`config.mk`:
```
export PLATFORM = sky130hd
export DESIGN_NAME = dadsr_envelope_generator
export DESIGN_NICKNAME = d
export VERILOG_FILES = /design/src/dadsr_pkg.sv /design/src/dadsr_muldiv.sv /design/src/dadsr_envelope_generator.sv
export VERILOG_INCLUDE_DIRS = /design/src /design/src/src
export SDC_FILE = /design/constraint.sdc
export NUM_CORES = 1
export LEC_CHECK = 0
export BUFFER_PORTS_ARGS = -buffer_cell sky130_fd_sc_hd__buf_2
export CORE_ASPECT_RATIO = 1.2
export CORE_MARGIN = 1
export CORE_UTILIZATION = 25
export CTS_CLUSTER_SIZE = 20
export DETAILED_ROUTE_END_ITERATION = 8
export PLACE_DENSITY_LB_ADDON = 0.08
export SYNTH_ARGS = -nofsm -noshare
export SYNTH_HDL_FRONTEND = slang
export SYNTH_SLANG_ARGS = --single-unit
```
`constraint.sdc`:
```
create_clock -name clk -period 9.5 [get_ports clk]
set_input_delay 0.475 -clock clk [delete_from_list [all_inputs] [get_ports clk]]
set_output_delay 0.475 -clock clk [all_outputs]
set_load 0.05 [all_outputs]
```
`src/dadsr_envelope_generator_macros.svh`:
```
// Assertion macros for the DADSR envelope generator.
// Included by the RTL files that carry concurrent checks; no other dependencies.
`ifndef DADSR_ENVELOPE_GENERATOR_MACROS_SVH
`define DADSR_ENVELOPE_GENERATOR_MACROS_SVH
`ifndef NO_ASSERTIONS
// Check that cons holds in the same cycle as ante.
`define DADSR_ASSERT_SAME(label, clk, rst_n, ante, cons) \
    label: assert property (@(posedge clk) disable iff (!rst_n) (ante) |-> (cons)) \
        else $error("dadsr envelope check failed");
// Check that cons holds in the cycle after ante.
`define DADSR_ASSERT_NEXT(label, clk, rst_n, ante, cons) \
    label: assert property (@(posedge clk) disable iff (!rst_n) (ante) |=> (cons)) \
        else $error("dadsr envelope check failed");
`else
`define DADSR_ASSERT_SAME(label, clk, rst_n, ante, cons)
`define DADSR_ASSERT_NEXT(label, clk, rst_n, ante, cons)
`endif
`endif

```
`src/dadsr_pkg.sv`:
```
// Shared types and constants for the DADSR envelope generator.
// No dependencies; imported by the multiply-divide unit and the top level.
`default_nettype none
package dadsr_pkg;

    typedef logic [2:0] stage_t;

    localparam stage_t ST_IDLE    = 3'd0;
    localparam stage_t ST_DELAY   = 3'd1;
    localparam stage_t ST_ATTACK  = 3'd2;
    localparam stage_t ST_DECAY   = 3'd3;
    localparam stage_t ST_SUSTAIN = 3'd4;
    localparam stage_t ST_RELEASE = 3'd5;

    localparam int CFG_INDEX_W = 3;
    typedef logic [CFG_INDEX_W-1:0] cfg_index_t;

    localparam cfg_index_t REG_DELAY   = 3'd0;
    localparam cfg_index_t REG_ATTACK  = 3'd1;
    localparam cfg_index_t REG_DECAY   = 3'd2;
    localparam cfg_index_t REG_SUSTAIN = 3'd3;
    localparam cfg_index_t REG_RELEASE = 3'd4;
    localparam cfg_index_t REG_ENABLE  = 3'd5;

    localparam int DELAY_RESET   = 11025;
    localparam int ATTACK_RESET  = 22050;
    localparam int DECAY_RESET   = 22050;
    localparam int SUSTAIN_RESET = 49151;
    localparam int RELEASE_RESET = 4410;

    // Phases of the serial multiply-divide unit
    typedef logic [1:0] md_phase_t;

    localparam md_phase_t MD_IDLE = 2'd0;
    localparam md_phase_t MD_MUL  = 2'd1;
    localparam md_phase_t MD_DIV  = 2'd2;

endpackage
`default_nettype wire

```
`src/dadsr_muldiv.sv`:
```
// Bit-serial unit: quot = floor(mcand * mplier / divisor), one bit per cycle.
// Uses dadsr_pkg for its phase codes. Requires mcand <= divisor, divisor nonzero.
`default_nettype none
module dadsr_muldiv
    import dadsr_pkg::*;
#(
    parameter int COUNT_WIDTH = 20,
    parameter int LEVEL_WIDTH = 16
)(
    input  logic                   clk,
    input  logic                   rst_n,
    input  logic                   start,
    input  logic [COUNT_WIDTH-1:0] mcand,
    input  logic [LEVEL_WIDTH-1:0] mplier,
    input  logic [COUNT_WIDTH-1:0] divisor,
    output logic                   done,
    output logic [LEVEL_WIDTH-1:0] quot
);

    localparam int STEP_W = $clog2(LEVEL_WIDTH);
    localparam logic [STEP_W-1:0] STEP_LAST = STEP_W'(LEVEL_WIDTH - 1);

    md_phase_t              phase_reg;
    logic [STEP_W-1:0]      step_reg;
    logic                   done_reg;
    logic [COUNT_WIDTH-1:0] hi_reg;
    logic [LEVEL_WIDTH-1:0] lo_reg;
    logic [COUNT_WIDTH-1:0] mcand_reg;
    logic [COUNT_WIDTH-1:0] divisor_reg;

    logic [COUNT_WIDTH:0]   sum;
    logic [COUNT_WIDTH:0]   trial;
    logic [COUNT_WIDTH:0]   diff;
    logic                   qbit;
    logic [COUNT_WIDTH-1:0] rem_next;

    // Multiply: add mcand under the low multiplier bit, shift right
    assign sum = {1'b0, hi_reg} + {1'b0, (lo_reg[0] ? mcand_reg : '0)};

    // Divide: shift next product bit into the remainder, restore on borrow
    assign trial    = {hi_reg, lo_reg[LEVEL_WIDTH-1]};
    assign diff     = trial - {1'b0, divisor_reg};
    assign qbit     = (trial >= {1'b0, divisor_reg});
    assign rem_next = qbit ? diff[COUNT_WIDTH-1:0] : trial[COUNT_WIDTH-1:0];

    always_ff @(posedge clk or negedge rst_n)
    begin
        if (!rst_n)
        begin
            phase_reg <= MD_IDLE;
            step_reg  <= '0;
            done_reg  <= 1'b0;
        end
        else
        begin
            done_reg <= 1'b0;
            case (phase_reg)
                MD_IDLE:
                begin
                    if (start)
                    begin
                        phase_reg <= MD_MUL;
                        step_reg  <= '0;
                    end
                end
                MD_MUL:
                begin
                    if (step_reg == STEP_LAST)
                    begin
                        phase_reg <= MD_DIV;
                        step_reg  <= '0;
                    end
                    else
                    begin
                        step_reg <= step_reg + 1'b1;
                    end
                end
                MD_DIV:
                begin
                    if (step_reg == STEP_LAST)
                    begin
                        phase_reg <= MD_IDLE;
                        done_reg  <= 1'b1;
                    end
                    else
                    begin
                        step_reg <= step_reg + 1'b1;
                    end
                end
                default:
                begin
                    phase_reg <= MD_IDLE;
                end
            endcase
        end
    end

    always_ff @(posedge clk)
    begin
        case (phase_reg)
            MD_IDLE:
            begin
                if (start)
                begin
                    hi_reg      <= '0;
                    lo_reg      <= mplier;
                    mcand_reg   <= mcand;
                    divisor_reg <= divisor;
                end
            end
            MD_MUL:
            begin
                hi_reg <= sum[COUNT_WIDTH:1];
                lo_reg <= {sum[0], lo_reg[LEVEL_WIDTH-1:1]};
            end
            MD_DIV:
            begin
                hi_reg <= rem_next;
                lo_reg <= {lo_reg[LEVEL_WIDTH-2:0], qbit};
            end
            default:
            begin
                hi_reg <= hi_reg;
            end
        endcase
    end

    assign done = done_reg;
    assign quot = lo_reg;

endmodule
`default_nettype wire

```
`src/dadsr_envelope_generator.sv`:
```
// DADSR envelope generator top level: configuration registers, stage sequencer
// and output register. Depends on dadsr_pkg, dadsr_muldiv and the macro header.
//
//   channel   direction  handshake                    payload
//   cfg       in         cfg_wr_en (no wait)          cfg_index, cfg_data
//   in        in         in_valid / in_stall          gate
//   out       out        out_valid / out_stall        level, stage
//
// A ramp tick (attack, decay, release) keeps the input stalled while the
// bit-serial multiply and divide in dadsr_muldiv run, one bit per cycle each;
// any other tick skips the divide. Every tick also waits for a free output
// register. Reset clears the sequencer and restores the register defaults at
// once; there is no clearing pass. A stalled output holds its result while
// the next tick is taken and worked on.
`default_nettype none
`include "dadsr_envelope_generator_macros.svh"
module dadsr_envelope_generator
    import dadsr_pkg::*;
#(
    parameter int COUNT_WIDTH = 20,
    parameter int LEVEL_WIDTH = 16,
    localparam int CFG_WIDTH = (COUNT_WIDTH > LEVEL_WIDTH) ? COUNT_WIDTH : LEVEL_WIDTH
)(
    input  logic                   clk,
    input  logic                   rst_n,
    input  logic                   cfg_wr_en,
    input  logic [CFG_INDEX_W-1:0] cfg_index,
    input  logic [CFG_WIDTH-1:0]   cfg_data,
    input  logic                   in_valid,
    output logic                   in_stall,
    input  logic                   gate,
    output logic                   out_valid,
    input  logic                   out_stall,
    output logic [LEVEL_WIDTH-1:0] level,
    output logic [2:0]             stage
);

    localparam logic [1:0] CTL_READY = 2'd0;
    localparam logic [1:0] CTL_CALC  = 2'd1;
    localparam logic [1:0] CTL_HOLD  = 2'd2;

    localparam logic [LEVEL_WIDTH-1:0] FULL = '1;
    localparam logic [COUNT_WIDTH-1:0] ONE  = COUNT_WIDTH'(1);

    // Configuration registers
    logic [COUNT_WIDTH-1:0] delay_samples_reg;
    logic [COUNT_WIDTH-1:0] attack_samples_reg;
    logic [COUNT_WIDTH-1:0] decay_samples_reg;
    logic [LEVEL_WIDTH-1:0] sustain_level_reg;
    logic [COUNT_WIDTH-1:0] release_samples_reg;
    logic                   enable_reg;

    // Envelope state
    stage_t                 stage_reg, stage_next;
    logic                   gate_prev_reg, gate_prev_next;
    logic [COUNT_WIDTH-1:0] counter_reg, counter_next;
    logic [LEVEL_WIDTH-1:0] last_level_reg;
    logic [LEVEL_WIDTH-1:0] rel_start_reg, rel_start_next;

    // Tick in flight
    logic [1:0]             ctl_state_reg, ctl_state_next;
    stage_t                 pend_stage_reg;
    logic                   pend_use_q_reg;
    logic                   pend_sub_reg;
    logic [LEVEL_WIDTH-1:0] pend_base_reg;

    // Output register
    logic                   out_valid_reg, out_valid_next;
    logic [LEVEL_WIDTH-1:0] level_reg;
    stage_t                 stage_out_reg;

    // Tick decode
    logic                   in_fire;
    logic                   out_free;
    logic [COUNT_WIDTH-1:0] run_len;
    logic                   cnt_less;
    logic [COUNT_WIDTH-1:0] c_clamp;
    logic                   t_arith;
    logic                   t_use_q;
    logic                   t_sub;
    logic [LEVEL_WIDTH-1:0] t_base;
    logic [LEVEL_WIDTH-1:0] t_mplier;
    logic [LEVEL_WIDTH-1:0] level_final;

    logic                   mdu_done;
    logic [LEVEL_WIDTH-1:0] mdu_quot;

    assign in_fire  = in_valid && !in_stall;
    assign in_stall = (ctl_state_reg != CTL_READY);
    assign out_free = !out_valid_reg || !out_stall;

    // Configuration writes; unknown indexes drop, upper data bits drop
    always_ff @(posedge clk or negedge rst_n)
    begin
        if (!rst_n)
        begin
            delay_samples_reg   <= COUNT_WIDTH'(DELAY_RESET);
            attack_samples_reg  <= COUNT_WIDTH'(ATTACK_RESET);
            decay_samples_reg   <= COUNT_WIDTH'(DECAY_RESET);
            sustain_level_reg   <= LEVEL_WIDTH'(SUSTAIN_RESET);
            release_samples_reg <= COUNT_WIDTH'(RELEASE_RESET);
            enable_reg          <= 1'b1;
        end
        else if (cfg_wr_en)
        begin
            case (cfg_index)
                REG_DELAY:   delay_samples_reg   <= cfg_data[COUNT_WIDTH-1:0];
                REG_ATTACK:  attack_samples_reg  <= cfg_data[COUNT_WIDTH-1:0];
                REG_DECAY:   decay_samples_reg   <= cfg_data[COUNT_WIDTH-1:0];
                REG_SUSTAIN: sustain_level_reg   <= cfg_data[LEVEL_WIDTH-1:0];
                REG_RELEASE: release_samples_reg <= cfg_data[COUNT_WIDTH-1:0];
                REG_ENABLE:  enable_reg          <= cfg_data[0];
                default:     enable_reg          <= enable_reg;
            endcase
        end
    end

    // Segment length of the current stage; ramps treat zero as one
    always_comb
    begin
        case (stage_reg)
            ST_DELAY:   run_len = delay_samples_reg;
            ST_ATTACK:  run_len = (attack_samples_reg == '0) ? ONE : attack_samples_reg;
            ST_DECAY:   run_len = (decay_samples_reg == '0) ? ONE : decay_samples_reg;
            ST_RELEASE: run_len = (release_samples_reg == '0) ? ONE : release_samples_reg;
            default:    run_len = ONE;
        endcase
    end

    // Clamp the counter into the segment so a shortened length keeps the level in range
    assign cnt_less = (counter_reg < run_len);
    assign c_clamp  = cnt_less ? counter_reg : run_len;

    // Next envelope state and what the level of this tick is made of
    always_comb
    begin
        stage_next     = stage_reg;
        gate_prev_next = gate_prev_reg;
        counter_next   = counter_reg;
        rel_start_next = rel_start_reg;
        t_arith        = 1'b0;
        t_use_q        = 1'b0;
        t_sub          = 1'b0;
        t_base         = '0;
        t_mplier       = '0;

        if (!enable_reg)
        begin
            stage_next     = ST_IDLE;
            gate_prev_next = 1'b0;
            counter_next   = '0;
            rel_start_next = '0;
        end
        else
        begin
            case (stage_reg)
                ST_IDLE:
                begin
                    counter_next = '0;
                    if (gate != gate_prev_reg)
                    begin
                        gate_prev_next = gate;
                        if (gate)
                        begin
                            stage_next = ST_DELAY;
                        end
                    end
                end
                ST_RELEASE:
                begin
                    // Gate is ignored: ramp down from the captured start level
                    t_arith  = 1'b1;
                    t_use_q  = 1'b1;
                    t_sub    = 1'b1;
                    t_base   = rel_start_reg;
                    t_mplier = rel_start_reg;
                    if (cnt_less)
                    begin
                        counter_next = counter_reg + ONE;
                    end
                    else
                    begin
                        stage_next   = ST_IDLE;
                        counter_next = '0;
                    end
                end
                ST_DELAY, ST_ATTACK, ST_DECAY, ST_SUSTAIN:
                begin
                    if (gate != gate_prev_reg)
                    begin
                        gate_prev_next = gate;
                    end
                    if ((gate != gate_prev_reg) && !gate)
                    begin
                        // Falling gate: hold the last level and capture it once
                        stage_next     = ST_RELEASE;
                        counter_next   = '0;
                        rel_start_next = last_level_reg;
                        t_base         = last_level_reg;
                    end
                    else if (stage_reg == ST_SUSTAIN)
                    begin
                        t_base = sustain_level_reg;
                    end
                    else
                    begin
                        if (stage_reg == ST_ATTACK)
                        begin
                            t_arith  = 1'b1;
                            t_use_q  = 1'b1;
                            t_mplier = FULL;
                        end
                        else if (stage_reg == ST_DECAY)
                        begin
                            t_arith  = 1'b1;
                            t_use_q  = 1'b1;
                            t_sub    = 1'b1;
                            t_base   = FULL;
                            t_mplier = FULL - sustain_level_reg;
                        end
                        if (cnt_less)
                        begin
                            counter_next = counter_reg + ONE;
                        end
                        else
                        begin
                            stage_next   = stage_reg + 3'd1;
                            counter_next = '0;
                        end
                    end
                end
                default:
                begin
                    // Illegal stage code: fall back to idle
                    stage_next     = ST_IDLE;
                    gate_prev_next = 1'b0;
                    counter_next   = '0;
                    rel_start_next = '0;
                end
            endcase
        end
    end

    dadsr_muldiv #(
        .COUNT_WIDTH (COUNT_WIDTH),
        .LEVEL_WIDTH (LEVEL_WIDTH)
    ) u_muldiv (
        .clk     (clk),
        .rst_n   (rst_n),
        .start   (in_fire && t_arith),
        .mcand   (c_clamp),
        .mplier  (t_mplier),
        .divisor (run_len),
        .done    (mdu_done),
        .quot    (mdu_quot)
    );

    // Combine the quotient with the segment base
    assign level_final = !pend_use_q_reg ? pend_base_reg :
                         pend_sub_reg    ? (pend_base_reg - mdu_quot) : mdu_quot;

    // Sequencer: take a tick, wait for the divide if the tick needs one, park until the output is free
    always_comb
    begin
        ctl_state_next = ctl_state_reg;
        case (ctl_state_reg)
            CTL_READY:
            begin
                if (in_fire)
                begin
                    ctl_state_next = t_arith ? CTL_CALC : CTL_HOLD;
                end
            end
            CTL_CALC:
            begin
                if (mdu_done)
                begin
                    ctl_state_next = CTL_HOLD;
                end
            end
            CTL_HOLD:
            begin
                if (out_free)
                begin
                    ctl_state_next = CTL_READY;
                end
            end
            default:
            begin
                ctl_state_next = CTL_READY;
            end
        endcase
    end

    always_comb
    begin
        out_valid_next = out_valid_reg;
        if ((ctl_state_reg == CTL_HOLD) && out_free)
        begin
            out_valid_next = 1'b1;
        end
        else if (out_valid_reg && !out_stall)
        begin
            out_valid_next = 1'b0;
        end
    end

    always_ff @(posedge clk or negedge rst_n)
    begin
        if (!rst_n)
        begin
            ctl_state_reg  <= CTL_READY;
            out_valid_reg  <= 1'b0;
            stage_reg      <= ST_IDLE;
            gate_prev_reg  <= 1'b0;
            counter_reg    <= '0;
            last_level_reg <= '0;
            rel_start_reg  <= '0;
        end
        else
        begin
            ctl_state_reg <= ctl_state_next;
            out_valid_reg <= out_valid_next;
            if (in_fire)
            begin
                stage_reg     <= stage_next;
                gate_prev_reg <= gate_prev_next;
                counter_reg   <= counter_next;
                rel_start_reg <= rel_start_next;
            end
            if ((ctl_state_reg == CTL_HOLD) && out_free)
            begin
                last_level_reg <= level_final;
            end
        end
    end

    // Pending tick and output payload
    always_ff @(posedge clk)
    begin
        if (in_fire)
        begin
            pend_stage_reg <= stage_next;
            pend_use_q_reg <= t_use_q;
            pend_sub_reg   <= t_sub;
            pend_base_reg  <= t_base;
        end
        if ((ctl_state_reg == CTL_HOLD) && out_free)
        begin
            level_reg     <= level_final;
            stage_out_reg <= pend_stage_reg;
        end
    end

    assign out_valid = out_valid_reg;
    assign level     = level_reg;
    assign stage     = stage_out_reg;

    // A transfer on the input closes the input in the next cycle
    `DADSR_ASSERT_NEXT(a_busy_after_take, clk, rst_n, in_fire, in_stall)
    // Idle and delay results are always silent
    `DADSR_ASSERT_SAME(a_silent_stages, clk, rst_n,
        out_valid && ((stage == ST_IDLE) || (stage == ST_DELAY)), level == '0)
    // The divide only finishes for a tick that waits on it
    `DADSR_ASSERT_SAME(a_done_in_calc, clk, rst_n, mdu_done, ctl_state_reg == CTL_CALC)

endmodule
`default_nettype wire

```
==> results of run 1 <==
==> stage by stage <==
step | setup slack, ns | area (um2)
2_1_floorplan | 4.92 | 16600
6_report | 4.11 | 18900
4_1_cts | 4.08 | 18900
5_1_grt | 3.59 | 18900
3_5_place_dp | 4.08 | 17700
3_3_place_gp | 4.26 | 17700
==> final timing paths <==
| path | endpoint | slack, ns |
|---|---|---|
| worst min-delay path | out_valid | 0.18 |
| worst min register to register | stage[2] | 0.47 |
| worst max register to register | stage_reg[0] | 4.11 |
| max in group asynchronous | ctl_state_reg[1] | 7.81 |
| worst max-delay path | stage_reg[0] | 4.11 |
| min in group asynchronous | delay_samples_reg[12] | 0.45 |
==> worst max-delay path: cells and delay by family (launching register included) <==
family | cells | cell delay, ns
buffers and inverters | 6 | 1.40
and+or+nand+nor | 3 | 0.74
muxes | 1 | 0.19
DFF | 1 | 0.44
adders and majority gates | 3 | 0.77
AOI/OAI and AO/OA | 9 | 1.74
==> cell families after synthesis <==
group	count (synthesis)
adders and majority gates	90
buffers and inverters	173
muxes	138
DFF	279
xor gates and xnor gates	41
AOI/OAI and AO/OA	459
and+or+nand+nor	474
==> cells in the final DEF, fill, tap and decap left out, types with 12 or more instances in the layout <==
cell type,n
buf_2,48
xnor2_1,32
nand3_1,36
nor2b_1,30
nand2_1,188
nor4_1,18
a22o_1,26
o21ai_0,129
a21o_1,18
dfstp_2,40
nor2_1,81
and2_1,29
a222oi_1,12
edfxtp_1,116
clkbuf_16,39
mux2i_1,23
nor3_1,31
ha_1,87
mux2_2,115
a22oi_1,19
dfrtp_1,123
buf_4,22
a21oi_1,118
clkbuf_1,12
o211ai_1,22
inv_1,84
o31ai_1,12
==> report_power, final <==
part	internal [W]	switching, W	leakage (nW)
combinational	0.000349	0.000630	3.68
clock	0.000844	0.000553	0.584
sequential	0.00151	0.000195	3.15
==> metal layers <==
layer,share of wire (%),wire length (um),up-vias
li1,-,-,6120
met1,48,25400,6253
met2,46,24800,227
met3,2.9,1570,78
met4,3.0,1600,0
met5,0,0,-
==> final cells by class <==
type | count | area, um2 | area share [%]
clock buffers | 56 | 1090 | 5.76
clock inverters | 8 | 104 | 0.549
inverters | 87 | 327 | 1.73
multi-input cells | 1202 | 8300 | 43.9
flip-flops and latches | 279 | 7610 | 40.2
well taps | 840 | 1050 | 5.56
repair buffers | 72 | 427 | 2.26
==> timing repair <==
action	4_1_cts	5_1_grt
hold endpoints to repair	36	0
hold buffers	1	0
setup endpoints to repair	0	0
==> results.txt, run 1 <==
----------------------------------------------------
[Setup path]
  Maximum single-stage delay on the critical path ... 0.44 ns
  Data required time of the worst path ... 9.99 ns
  Worst Setup Path Type ... flop to flop
  Crit path cell chain ... inv_1 > ha_1 > buf_4 > and2_1 > buf_4 > a222oi_1 > nor2_1 > inv_1 > ha_1 > a21o_1 > a21o_1 > a21oi_1 > o211ai_1 > and4_1 > a21o_1 > inv_2 > buf_4 > ha_1 > a21oi_1 > o21ai_0 > a31oi_1 > mux2_2
  Largest driver fanout on the critical path ... 44
  CP Capture Type ... flop
  Source of the critical timing path ... stage_reg[1]
  Crit path arrival time ... 5.88 ns
  Cell with the biggest individual delay on the critical path ... dfrtp_1
  Number of cells on the worst reg-to-reg path ... 22
  Startpoint type of the worst setup path ... flop
  Reg-to-reg critical path startpoint ... stage_reg[1]

[STA]
  Setup violators final ... 0
  Total count of hold-check failures in the final report ... 0
  Worst Clk Skew ... 0.0204 ns
  Max Clk Rate ... 186 MHz
  Sum Neg Setup Slack ... 0 ns
  Number of pins exceeding their max-slew limit in the final report ... 0
  Final critical path time including I/O delays and setup ... 5.39 ns
  RSZ-0062 raised after global routing ... no
  Post-route fraction of the period consumed by the critical path ... 56.7%
  Worst-Margin Slew ... 1.15 ns
  Fin Hold WS ... 0.179 ns
  Relative slew slack ... 23.4%

[Final layout]
  Number of fill cells in the layout ... 6794
  Fraction of layout cells with a size suffix above 1 ... 17.4%
  Final Core Density ... 28.8%
  Area growth from synthesis to layout ... 14.3%
  ANT cells ... 0
  Number of nets in the finished design ... 1796
  Number of non-filler instances in the completed layout ... 2544

[Placed design]
  Port Buffers ... 49
  Count of placed standard cells including taps ... 2479
  Final Wtd Congestion ... 0.827
  Half-perimeter wire length of the detailed placement result ... 38700 um

[Clocking]
  Longest Clk Path Bufs ... 3
  CTS tree ... built
  Clock insertion delay at the later pin of the skew report ... 0.55 ns
  Sinks on the clock net ... 279
  Buffer type at the clock tree root ... clkbuf_16
  Setup fix buffers added after clock tree synthesis ... 0
  Number of cells upsized or downsized after cts ... 0
  Post-CTS clock slew at the launch and capture registers of the worst setup and hold paths ... 0.06 ns
  CTS H-Tree Depth ... 2
  Number of clock buffers inserted by TritonCTS ... 35

[Min path]
  Worst hold path depth ... 3
  Launch point of the worst hold path ... out_stall
  Classification of the worst-slack hold path ... input port to flop

[Global route]
  GR Layer Usage met1 ... 21.4%
  Total global routing overflow ... 0
  Tot GR Track Use ... 15.9%
  Global routing usage on met3 ... 2.02%
  Maximum number of pins on one net before global-route repair ... 61
  Number of antenna violations at the first check in global routing ... 0
  Number of global-route vias before repair ... 12800
  Busiest grt layer ... met2
  Met2 capacity usage during global routing ... 26.2%
  First-pass GRT wire length ... 81800 um

[Die]
  Overall die height ... 284 um
  Core outline area ... 65600 um2
  Number of ports placed on the die boundary ... 50
  Chip Width ... 237 um
  Die area ... 67300 um2
  Std cell rows ... 103
  Starting Density ... 25.2%

[Detailed routing]
  Antenna Nets Post-Route ... 0
  Starting DRC count in detailed routing ... 746
  Routed length per instance ... 21.0 um
  Overall routed net length ... 53400 um
  Via Count ... 12700
  Post-route DRC ... 0
  Pre-antenna DRT Iters ... 5
  Vias per cell ... 4.98

[Yosys]
  Async SR Flop Fraction ... 58.4%
  Fraction of the yosys area taken by sequential cells ... 46.0%
  Total nets after synthesis ... 1773
  Leading cell types by total area after synthesis ... edfxtp_1 21%, dfrtp_1 19%, mux2_2 7.8%
  Area fraction in compound gates after synthesis ... 18.2%
  Post-synthesis share of cell area spent on and, or, nand and nor gates ... 13.5%
  Most used standard cells in the synthesized netlist ... 188 x nand2_1, 130 x o21ai_0, 123 x dfrtp_1
  Count of warnings emitted by yosys ... 0
  Adder and majority gate portion of the synthesized area ... 6.94%
  Most instantiated flip-flop cell in the synthesis netlist ... dfrtp_1
  Cell type with the highest aggregate area in the netlist ... edfxtp_1
  Post-synthesis share of cell area spent on xor and xnor gates ... 2.17%
  Count of flip-flops with a built-in enable after synthesis ... 116
  Top-count cell post-synth ... nand2_1
  Mux contribution to synthesized area ... 9.21%
  Average cell area after synthesis ... 10.0 um2
  Summed instance area of the synthesized netlist ... 16600 um2
  Fraction of synthesized cell area taken by the top area cell type ... 21.0%
  Number of library cell types mapped by synthesis ... 75
  Cells after synthesis ... 1654
  Dominant combinational cell family by area after synthesis ... compound AO/OA/AOI/OAI gates
  Flops & latches, synth ... 279

[Outcome]
  Status ... completed

[Power and ir drop]
  Max IR drop VDD ... 0.110 mV
  Static power due to leakage ... 7.42 nW
  Total chip power ... 0.00408 W
  Power per cell area ... 216 nW/um2

[Job]
  Max_cap viols ... 0

----------------------------------------------------
Power figures use the tool's default switching activity.
==> run 2: changes to the inputs <==
==> constraint.sdc (replaced) <==
create_clock -name clk -period 5.15 [get_ports clk]
set_input_delay 0.2575 -clock clk [delete_from_list [all_inputs] [get_ports clk]]
set_output_delay 0.2575 -clock clk [all_outputs]
set_load 0.05 [all_outputs]
==> run 2 against run 1 <==
Against the previous run: maximum frequency grew 20%; clock-buffer cell count shrank 6; sequential share of layout area shrank 0.051 points; critical path type unchanged; critical endpoint unchanged.
==> results.txt, run 2 (same netlist as run 1, synthesis figures left out) <==
----------------------------------------------------
[Detailed routing]
  Routed length per instance ... 21.0 um (-0.14%)
  Antenna Nets Post-Route ... 0 (unchanged)
  Vias per cell ... 4.99 (+0.22%)
  Overall routed net length ... 53600 um (+0.33%)
  Starting DRC count in detailed routing ... 691 (-7.4%)
  Post-route DRC ... 0 (unchanged)
  Via Count ... 12800 (+0.69%)
  Pre-antenna DRT Iters ... 5 (unchanged)

[Final layout]
  Area growth from synthesis to layout ... 14.4%
  ANT cells ... 0 (unchanged)
  Cell area after layout ... 18900 um2 (+0.13%)
  Commonest cells after routing, fill and taps aside ... 188 x nand2_1, 129 x o21ai_0, 123 x dfrtp_1
  Most common cell after layout, fill and taps aside ... nand2_1
  Number of nets in the finished design ... 1809 (+0.72%)
  Fraction of layout cells with a size suffix above 1 ... 17.6% (+0.23 points)

[Global route]
  Maximum number of pins on one net before global-route repair ... 164 (+170%)
  Number of global-route vias before repair ... 12800 (+0.27%)
  Number of antenna violations at the first check in global routing ... 0 (unchanged)
  Total global routing overflow ... 0 (unchanged)
  Tot GR Track Use ... 16.0% (+0.099 points)
  First-pass GRT wire length ... 82400 um (+0.77%)

[STA]
  Worst-Margin Slew ... 1.12 ns (-0.0333 ns)
  Number of pins exceeding their max-slew limit in the final report ... 0 (unchanged)
  Relative slew slack ... 25.6% (+2.2 points)
  Total count of hold-check failures in the final report ... 0 (unchanged)
  Final worst setup slack ... 0.656 ns (-3.46 ns)
  Worst Clk Skew ... 0.0226 ns (+0.00212 ns)
  RSZ-0062 raised after global routing ... no
  Post-route fraction of the period consumed by the critical path ... 87.3% (+31 points)
  Sum Neg Setup Slack ... 0 ns (unchanged)
  Max Clk Rate ... 223 MHz (+20%)
  Final critical path time including I/O delays and setup ... 4.49 ns (-0.895 ns)
  Setup violators final ... 0 (unchanged)

[Min path]
  Classification of the worst-slack hold path ... input port to flop

[Power and ir drop]
  Max IR drop VDD ... 0.175 mV (+59%)
  Power per cell area ... 390 nW/um2 (+81%)
  Static power due to leakage ... 7.44 nW (+0.30%)

[Job]
  Max_cap viols ... 0 (unchanged)

[Clocking]
  CTS H-Tree Depth ... 2 (unchanged)
  Buffer type at the clock tree root ... clkbuf_16
  Sinks on the clock net ... 279 (unchanged)
  Clock insertion delay at the later pin of the skew report ... 0.55 ns (about the same)
  Longest Clk Path Bufs ... 3 (unchanged)
  CTS tree ... built
  Post-CTS clock slew at the launch and capture registers of the worst setup and hold paths ... 0.06 ns (about the same)
  Number of cells upsized or downsized after cts ... 0 (unchanged)
  Setup fix buffers added after clock tree synthesis ... 0 (unchanged)
  # hold bufs at CTS ... 6 (+5)
  Number of clock buffers inserted by TritonCTS ... 34 (-2.9%)

[Setup path]
  Startpoint type of the worst setup path ... flop
  Worst Setup Path Type ... flop to flop
  Data required time of the worst path ... 5.64 ns (-4.35 ns)
  Crit path arrival time ... 4.98 ns (-0.90 ns)
  Largest driver fanout on the critical path ... 19 (-57%)
  CP Capture Type ... flop

[Die]
  Overall die height ... 284 um (unchanged)
  Core outline area ... 65600 um2 (unchanged)
  Chip Width ... 237 um (unchanged)
  Number of ports placed on the die boundary ... 50 (unchanged)
  Std cell rows ... 103 (unchanged)
  Die area ... 67300 um2 (unchanged)
  Starting Density ... 25.2% (unchanged)

[Placed design]
  Port Buffers ... 49 (unchanged)
  Half-perimeter wire length of the detailed placement result ... 38900 um (+0.38%)
  Worst slack, placed ... 0.645 ns (-3.43 ns)
  Area after detailed placement ... 17800 um2 (+0.45%)
  Final Wtd Congestion ... 0.786 (-5.1%)

[Outcome]
  Status ... completed

----------------------------------------------------
## run 2: changes by cell type in the layout (fill, tap and decap cells not counted), sizes merged
| cell | previous run | this run |
|---|---|---|
| buf | 71 | 80 |
| clkbuf | 56 | 50 |
| dlygate4sd3 | 1 | 6 |
| inv | 86 | 89 |
| bufinv | 2 | 3 |
## run 2: final cells by class
type | instances | area, um2
fillers | 6815 | 46700
multi-input cells | 1202 | 8300
flip-flops and latches | 279 | 7610
well taps | 840 | 1050
clock buffers | 50 | 931
repair buffers | 86 | 557
inverters | 87 | 327
clock inverters | 12 | 156
## run 2: critical path, stage by stage, from the launching register on
cell       delay [ns]
dfrtp_1          0.47
inv_1            0.10
ha_1             0.21
buf_4            0.20
a22o_1           0.24
a222oi_1         0.28
nor2_1           0.13
inv_1            0.09
ha_1             0.25
a2111oi_0        0.48
nor3_1           0.09
o21ai_0          0.09
o211ai_1         0.12
and4_1           0.24
a21o_1           0.42
inv_2            0.14
ha_1             0.23
a21oi_1          0.12
o21ai_0          0.09
a31oi_1          0.22
mux2_2           0.18
## run 2: metrics by stage
step / util (%) / instances / hold slack, ns / total power, W
2_1_floorplan: - / 1654 / -0.0381 / 0.00432
3_3_place_gp: 27.1 / 2488 / 0.477 / 0.00504
5_1_grt: 28.9 / 2556 / 0.0198 / 0.00781
3_5_place_dp: 27.1 / 2488 / 0.477 / 0.00504
4_1_cts: 28.9 / 2556 / 0.00488 / 0.00754
6_report: 28.9 / 2556 / 0.0346 / 0.00739
## run 2: power breakdown
part | total, W | internal [W] | switching [W]
Combinational | 0.00181 | 0.000655 | 0.00116
Clock | 0.00242 | 0.00142 | 0.00100
Sequential | 0.00316 | 0.00278 | 0.000381
Total | 0.00739 | 0.00485 | 0.00254
## run 2: per-layer routing
layer | GRT usage, % | vias up | wire [um]
met4 | 4.30 | 0 | 1130
met1 | 22.3 | 6313 | 25800
li1 | - | 6162 | -
met2 | 26.1 | 240 | 24900
met5 | 0 | - | 0
met3 | 1.79 | 51 | 1660
## run 2: path summary, 6_finish.rpt
kind | start | to | slack [ns] | cells after the start
setup / recovery | stage_reg[0] | stage_reg[0] | 0.66 | 20
hold / removal | cfg_data[7] | attack_samples_reg[7] | 0.03 | 2
setup reg to reg | stage_reg[0] | stage_reg[0] | 0.66 | 20
hold reg to reg | ctl_state_reg[1] | ctl_state_reg[0] | 0.50 | 1
max in group asynchronous | rst_n | u_muldiv.step_reg[1] | 3.95 | 3
min in group asynchronous | rst_n | release_samples_reg[14] | 0.43 | 3
